--- config.mk ---
export PLATFORM = sky130hd
export DESIGN_NAME = qvr_cfg
export DESIGN_NICKNAME = d
export VERILOG_FILES = /design/src/rtl/core/qvr_pkg.sv /design/src/rtl/core/qvr_cfg.sv
export SDC_FILE = /design/constraint.sdc
export NUM_CORES = 1
export LEC_CHECK = 0
export ABC_AREA = 1
export ABC_CLOCK_PERIOD_IN_PS = 900
export BUFFER_PORTS_ARGS = -buffer_cell sky130_fd_sc_hd__buf_2
export CAP_MARGIN = 20
export CORE_MARGIN = 2
export CORE_UTILIZATION = 42
export DETAILED_ROUTE_END_ITERATION = 8
export GPL_TIMING_DRIVEN = 0
export PLACE_DENSITY = 0.75
export SYNTH_ARGS = -nofsm -noshare
export SYNTH_HDL_FRONTEND = slang
export SYNTH_SLANG_ARGS = --single-unit
--- constraint.sdc ---
create_clock -name clk -period 0.9 [get_ports clk]
set_input_delay 0.09 -clock clk [delete_from_list [all_inputs] [get_ports clk]]
set_output_delay 0.09 -clock clk [all_outputs]
set_load 0.1 [all_outputs]
--- src/rtl/core/qvr_pkg.sv ---
// ============================================================================
// qvr_pkg: shared types and constants for the quaternion vector rotator
// Payload structs, quaternion and intermediate types, register map and
// fixed-point constants.
// ============================================================================
`default_nettype none

package qvr_pkg;

  localparam int FRAC_BITS = 15;
  localparam int ADDR_W    = 4;
  localparam int DATA_W    = 32;

  localparam logic [1:0] REG_QUAT_X = 2'd0;
  localparam logic [1:0] REG_QUAT_Y = 2'd1;
  localparam logic [1:0] REG_QUAT_Z = 2'd2;
  localparam logic [1:0] REG_QUAT_W = 2'd3;

  localparam logic signed [15:0] QUAT_W_RESET = 16'sh7FFF;
  localparam logic signed [15:0] MAX16        = 16'sh7FFF;
  localparam logic signed [15:0] MIN16        = 16'sh8000;

  typedef struct packed {
    logic signed [15:0] x;
    logic signed [15:0] y;
    logic signed [15:0] z;
    logic signed [15:0] w;
  } quat_t;

  typedef struct packed {
    logic signed [15:0] vec_x;
    logic signed [15:0] vec_y;
    logic signed [15:0] vec_z;
  } in_item_t;

  typedef struct packed {
    logic signed [15:0] rot_x;
    logic signed [15:0] rot_y;
    logic signed [15:0] rot_z;
    logic               clipped;
  } out_item_t;

  typedef struct packed {
    logic signed [17:0] tx;
    logic signed [17:0] ty;
    logic signed [17:0] tz;
    logic signed [17:0] tw;
  } tvec_t;

endpackage

`default_nettype wire

--- src/rtl/core/qvr_cfg.sv ---
// ============================================================================
// qvr_cfg: quaternion register file
// APB-style register port holding the four Q1.15 quaternion components.
// ============================================================================
`default_nettype none

module qvr_cfg import qvr_pkg::*; (
  input  wire logic              clk,
  input  wire logic              rst_n,
  input  wire logic              psel,
  input  wire logic              penable,
  input  wire logic              pwrite,
  input  wire logic [ADDR_W-1:0] paddr,
  input  wire logic [DATA_W-1:0] pwdata,
  output logic      [DATA_W-1:0] prdata,
  output logic                   pready,
  output quat_t                  quat
);

  quat_t quat_r;
  quat_t quat_nxt;
  logic  wr_en;

  assign pready = 1'b1;
  assign wr_en  = psel && penable && pwrite;
  assign quat   = quat_r;

  always_comb begin
    quat_nxt = quat_r;
    if (wr_en) begin
      unique case (paddr[3:2])
        REG_QUAT_X: quat_nxt.x = pwdata[15:0];
        REG_QUAT_Y: quat_nxt.y = pwdata[15:0];
        REG_QUAT_Z: quat_nxt.z = pwdata[15:0];
        REG_QUAT_W: quat_nxt.w = pwdata[15:0];
        default:    quat_nxt   = quat_r;
      endcase
    end
  end

  always_comb begin
    unique case (paddr[3:2])
      REG_QUAT_X: prdata = {16'd0, quat_r.x};
      REG_QUAT_Y: prdata = {16'd0, quat_r.y};
      REG_QUAT_Z: prdata = {16'd0, quat_r.z};
      REG_QUAT_W: prdata = {16'd0, quat_r.w};
      default:    prdata = '0;
    endcase
  end

  always_ff @(posedge clk) begin
    if (!rst_n) begin
      quat_r.x <= '0;
      quat_r.y <= '0;
      quat_r.z <= '0;
      quat_r.w <= QUAT_W_RESET;
    end else begin
      quat_r <= quat_nxt;
    end
  end

endmodule

`default_nettype wire

==> flow_metrics.tcl, run 1 <==
set metrics [dict create \
    skew_ns 0 \
    start_kind "flop" \
    insertion_delay_ns 0.34 \
    worst_slack_ns -0.386 \
    ir_drop_v 0.000756 \
    antenna_found_initial 0 \
    hpwl_microns 7660 \
    synth_top_area_share_pct 41.9 \
    core-area_sq_mm 0.00714 \
    violations "setup timing" \
    grt_pass1_wl_microns 18400 \
    grt_pass1_vias 3621 \
    ys_warn_count 0 \
    crit_arrival_ns 1.20 \
    required_ns 0.81 \
    fin_crit_ns 1.29 \
    layout.nets 686 \
    ios 138 \
    ys_seq_area_share_pct 41.9 \
    synthTopCellsByArea "dfxtp_1 42%, nand2_1 18%, nor2_1 12%, nand3_1 10%, buf_4 5.4%" \
    slowest_delay_ns 0.36 \
    worst-setup-path-type "reg -> out" \
    maxCapViolCount 0 \
    fin_crit_sh_pct 143 \
    synth_seq_cells 64 \
    wl_microns 13300 \
    drc_errors 0 \
    path_clk_slew_ns 0.07 \
    wl_per_cell_microns 17.8 \
    leakage_nw 2.72 \
    ys_types 16 \
    relSlewSlack_pct 62.5 \
    hp-class "in -> reg" \
    synthCells 466 \
    cts_buffer_depth 2 \
    htreeDepth 3 \
    drt_first_pass_iters 5 \
    vias_per_cell 5.34 \
    cp_slowest_cell "dfxtp_4" \
    cts_sinks 64 \
    grt_use_total_pct 30.7 \
    worstMarginPinSlew_ns 0.563 \
    largest_register_ffs 64 \
    port_buffers 101 \
    path_cells "nand2_1 > nand4_1 > buf_8" \
    grt_max_degree 11 \
    grt-ovfl-total 0 \
    rsz0062_at_grt "yes" \
    die_w_microns 89.4 \
    area_growth_pct 98.2 \
    path_delay_family "flip-flops" \
    layout-drive-gt1-share_pct 47.0 \
    status "complete, but fails checks" \
    yosysTopAreaCell "dfxtp_1" \
    drv_slew 0 \
    gp_congestion 0.880 \
    diodes 0 \
    dieHeight_microns 89.4 \
    hold_viol_final 0 \
    cts_tree "built" \
    cp-end-kind "primary output" \
    start_util_pct 42.9 \
    first_iter_violations 287 \
    path_buf_inv 1 \
    ant_nets 0 \
    hold_ws_ns 0.0446 \
    power_density_mw_per_mm2 1220 \
    cts_inserted_buffers 9 \
    row_count 31 \
    setup_violations 82 \
    crit_fanout 3 \
    ctsRootBufferMaster "clkbuf_8" \
    fmax_ghz 0.778 \
    fp.dieArea_sq_mm 0.00799 \
    vias 3997 \
    power.total_mw 7.42 \
    synth_area_sq_mm 0.00306 \
    syn_area_per_cell_sq_um 6.57 \
]
==> area by class of cell <==
cell class / instances / area [sq um]
timing repair buffer: 153 / 2250
sequential: 64 / 1520
inverter: 20 / 77.6
multi-input combinational: 353 / 1600
clock inverter: 6 / 27.5
buffer: 44 / 339
clock buffer: 9 / 124
tap: 99 / 124
fill: 394 / 1070
==> tightest hold or removal path, cell delays in order <==
cell and delay (ns):
buf_2 0.16, nand2_1 0.08, nor2_1 0.03
==> logic make-up (layout without fill, tap and decap cells) <==
group	after synthesis	in the layout	share of synthesized area, %
other	2	17	0.245
and+or+nand+nor	336	336	46.8
DFF	64	64	41.9
buffers and inverters	64	232	11.1
==> final timing paths <==
check | from | end | slack, ns | cells past startpoint
max | quat[8] | prdata[8] | -0.39 | 3
min | rst_n | quat[52] | 0.04 | 3
max reg2reg | quat[9] | quat[9] | 0.03 | 4
min reg2reg | quat[10] | quat[10] | 0.50 | 2
==> per-stage QoR <==
| stage | setup WS, ns | cells | instance area [sq um] | utilization (%) | setup TNS, ns |
|---|---|---|---|---|---|
| after floorplan | -0.618 | 481 | 3360 | - | -9.89 |
| after global placement | -0.859 | 681 | 3990 | 55.9 | -22.59 |
| after global routing | -0.414 | 748 | 6070 | 85.0 | -13.81 |
| after detailed placement | -0.855 | 681 | 3990 | 55.9 | -24.64 |
| final | -0.386 | 748 | 6070 | 85.0 | -12.63 |
| after CTS | -0.323 | 716 | 5510 | 77.3 | -10.30 |
==> power breakdown <==
| group | leakage (nW) | switching (mW) | internal (mW) |
|---|---|---|---|
| logic | 2.08 | 1.74 | 0.794 |
| registers | 0.556 | 0.0796 | 2.75 |
| clock network | 0.0835 | 1.11 | 0.944 |
| total | 2.72 | 2.93 | 4.49 |
==> cells in the mapped netlist <==
master	instances
nand2_1	148
nor2_1	99
dfxtp_1	64
nand3_1	64
buf_4	22
inv_1	18
nand4_1	16
buf_2	13
buf_1	6
nor2_4	5
clkbuf_1	3
conb_1	2
inv_2	2
nor2_2	2
nand2_2	1
nand3_2	1
==> placed cells by master, fill, tap and decap left out, drive strengths merged <==
cell	instances
buf	174
nand2	149
nor2	106
nand3	65
dfxtp	64
inv	20
conb	17
clkbuf	17
nand4	16
dlygate4sd3	15
clkinv	6
==> routing by layer <==
metal | wire length (microns) | vias up | global-route usage (%)
li1 | - | 1802 | -
met1 | 4850 | 1895 | 34.9
met2 | 6720 | 243 | 53.3
met3 | 1070 | 57 | 6.65
met4 | 650 | 0 | 16.7
met5 | 0 | - | 0
==> what timing repair did <==
action                                  in CTS  in global routing
buffers inserted                             5                 32
endpoints found under the setup margin      84                113
pin swaps                                   15                 12
gates resized for setup                    331                 87
hold buffers                                15                  0
hold endpoints to repair                    15                  0
cloned                                       0                  2
No activity file was read; power rests on OpenSTA's default activity.
==> inputs of run 2 (changes only) <==
Settings changed: CELL_PAD_IN_SITES_DETAIL_PLACEMENT from default to 0, CELL_PAD_IN_SITES_GLOBAL_PLACEMENT from default to 1, CORE_UTILIZATION 42 to 28, HOLD_SLACK_MARGIN from default to 0.03, PLACE_DENSITY 0.75 to 0.74.
==> flow_metrics.tcl, run 2 (synthesis results as in run 1) <==
set metrics [dict create \
    status "complete, but fails checks" \
    violations "setup timing" \
    wl_per_cell_microns 16.0 \
    fin_crit_ns 1.30 \
    rsz0062_at_grt "yes" \
    layout.nets 693 \
    port_buffers 101 \
    gp_congestion 0.788 \
    grt_pass1_vias 3510 \
    path_clk_slew_ns 0.08 \
    cts_inserted_buffers 9 \
    required_ns 0.81 \
    wl_microns 12800 \
    ir_drop_v 0.000596 \
    grt_pass1_wl_microns 18900 \
    vias 3684 \
    ctsRootBufferMaster "clkbuf_8" \
    worstMarginPinSlew_ns 0.645 \
    htreeDepth 3 \
    hold_viol_final 0 \
    maxCapViolCount 0 \
    drv_slew 0 \
    leakage_nw 2.74 \
    row_count 38 \
    worst-setup-path-type "reg -> out" \
    ant_nets 0 \
    hold_ws_ns 0.0511 \
    core-area_sq_mm 0.0107 \
    cts_buffer_depth 2 \
    largest_register_ffs 64 \
    fmax_ghz 0.769 \
    fp.dieArea_sq_mm 0.0118 \
    antenna_found_initial 0 \
    area_growth_pct 102 \
    crit_fanout 3 \
    dieHeight_microns 109 \
    cp-end-kind "primary output" \
    final_cell_mix "120 x nand2_1, 98 x nor2_1, 74 x buf_12, 64 x nand3_1, 64 x dfxtp_4" \
    ios 138 \
    diodes 0 \
    vias_per_cell 4.63 \
    hp-class "in -> reg" \
    relSlewSlack_pct 57.0 \
    start_kind "flop" \
    start_util_pct 28.5 \
    first_iter_violations 216 \
    place_area_sq_mm 0.00404 \
    hpwl_microns 7990 \
    crit_arrival_ns 1.21 \
    drt_first_pass_iters 4 \
    grt_max_degree 16 \
    grt_use_total_pct 21.7 \
    mostFrequentLayoutCell "nand2_1" \
    layout-drive-gt1-share_pct 46.0 \
    power_density_mw_per_mm2 1250 \
    setup_violations 80 \
    tns_ns -13.14 \
    die_w_microns 109 \
    cts_tree "built" \
    fin_area_sq_mm 0.00617 \
    fin_crit_sh_pct 145 \
    drc_errors 0 \
    cts_sinks 64 \
    grt-ovfl-total 0 \
    worst_slack_ns -0.401 \
    skew_ns 0 \
    insertion_delay_ns 0.35 \
]
==> run 2: changes by cell type in the layout (fill, tap and decap cells not counted), sizes merged <==
cell,delta
buf,+11
clkbuf,-3
clkinv,-2
bufinv,+1
==> run 2: layer usage <==
metal / global-route usage (%) / routed length, microns
met3: 5.06 / 845
met1: 26.3 / 5330
met4: 9.80 / 267
met5: 0 / 0
met2: 36.3 / 6320
==> run 2: where the power goes <==
part / switching, mW / internal (mW) / total (mW)
clock network: 1.12 / 1.24 / 2.36
registers: 0.0749 / 2.75 / 2.82
logic: 1.71 / 0.796 / 2.51
==> run 2: worst paths after layout <==
kind | slack, ns | end | cells past startpoint | start
worst min-delay path | 0.05 | quat[53] | 3 | rst_n
worst max register to register | 0.05 | quat[36] | 4 | quat[36]
worst max-delay path | -0.40 | prdata[3] | 3 | quat[19]
worst min register to register | 0.49 | quat[6] | 2 | quat[6]
==> run 2: area by class of cell <==
class	instances	area, sq um
Timing Repair Buffer	161	2310
Clock buffer	10	128
Fill cell	991	4580
Inverter	20	80.1
Tap cell	140	175
Multi-Input combinational cell	353	1580
Sequential cell	64	1520
Clock inverter	5	48.8
Buffer	43	322
==> run 2: stage by stage <==
step           util, %  cells  total power, mW  setup WS (ns)
5_1_grt           57.4    796             7.97         -0.431
3_3_place_gp      37.6    722             4.74         -0.985
4_1_cts           52.6    758             7.58         -0.388
3_5_place_dp      37.6    722             4.75         -0.982
2_1_floorplan        -    481             4.42         -0.618
6_report          57.4    796             7.69         -0.401
==> run 2: critical path, cell delays in order, from the launching register on <==
cell and delay (ns):
dfxtp_4 0.36, nand2_1 0.06, nand4_1 0.19, buf_12 0.24
==> run 2: repair_timing <==
item,in CTS,in global routing
gates resized for setup,337,75
pin swaps,16,20
setup endpoints to repair,98,118
gates cloned,1,0
hold buffers,15,0
hold endpoints to repair,15,0
buffers inserted,6,42
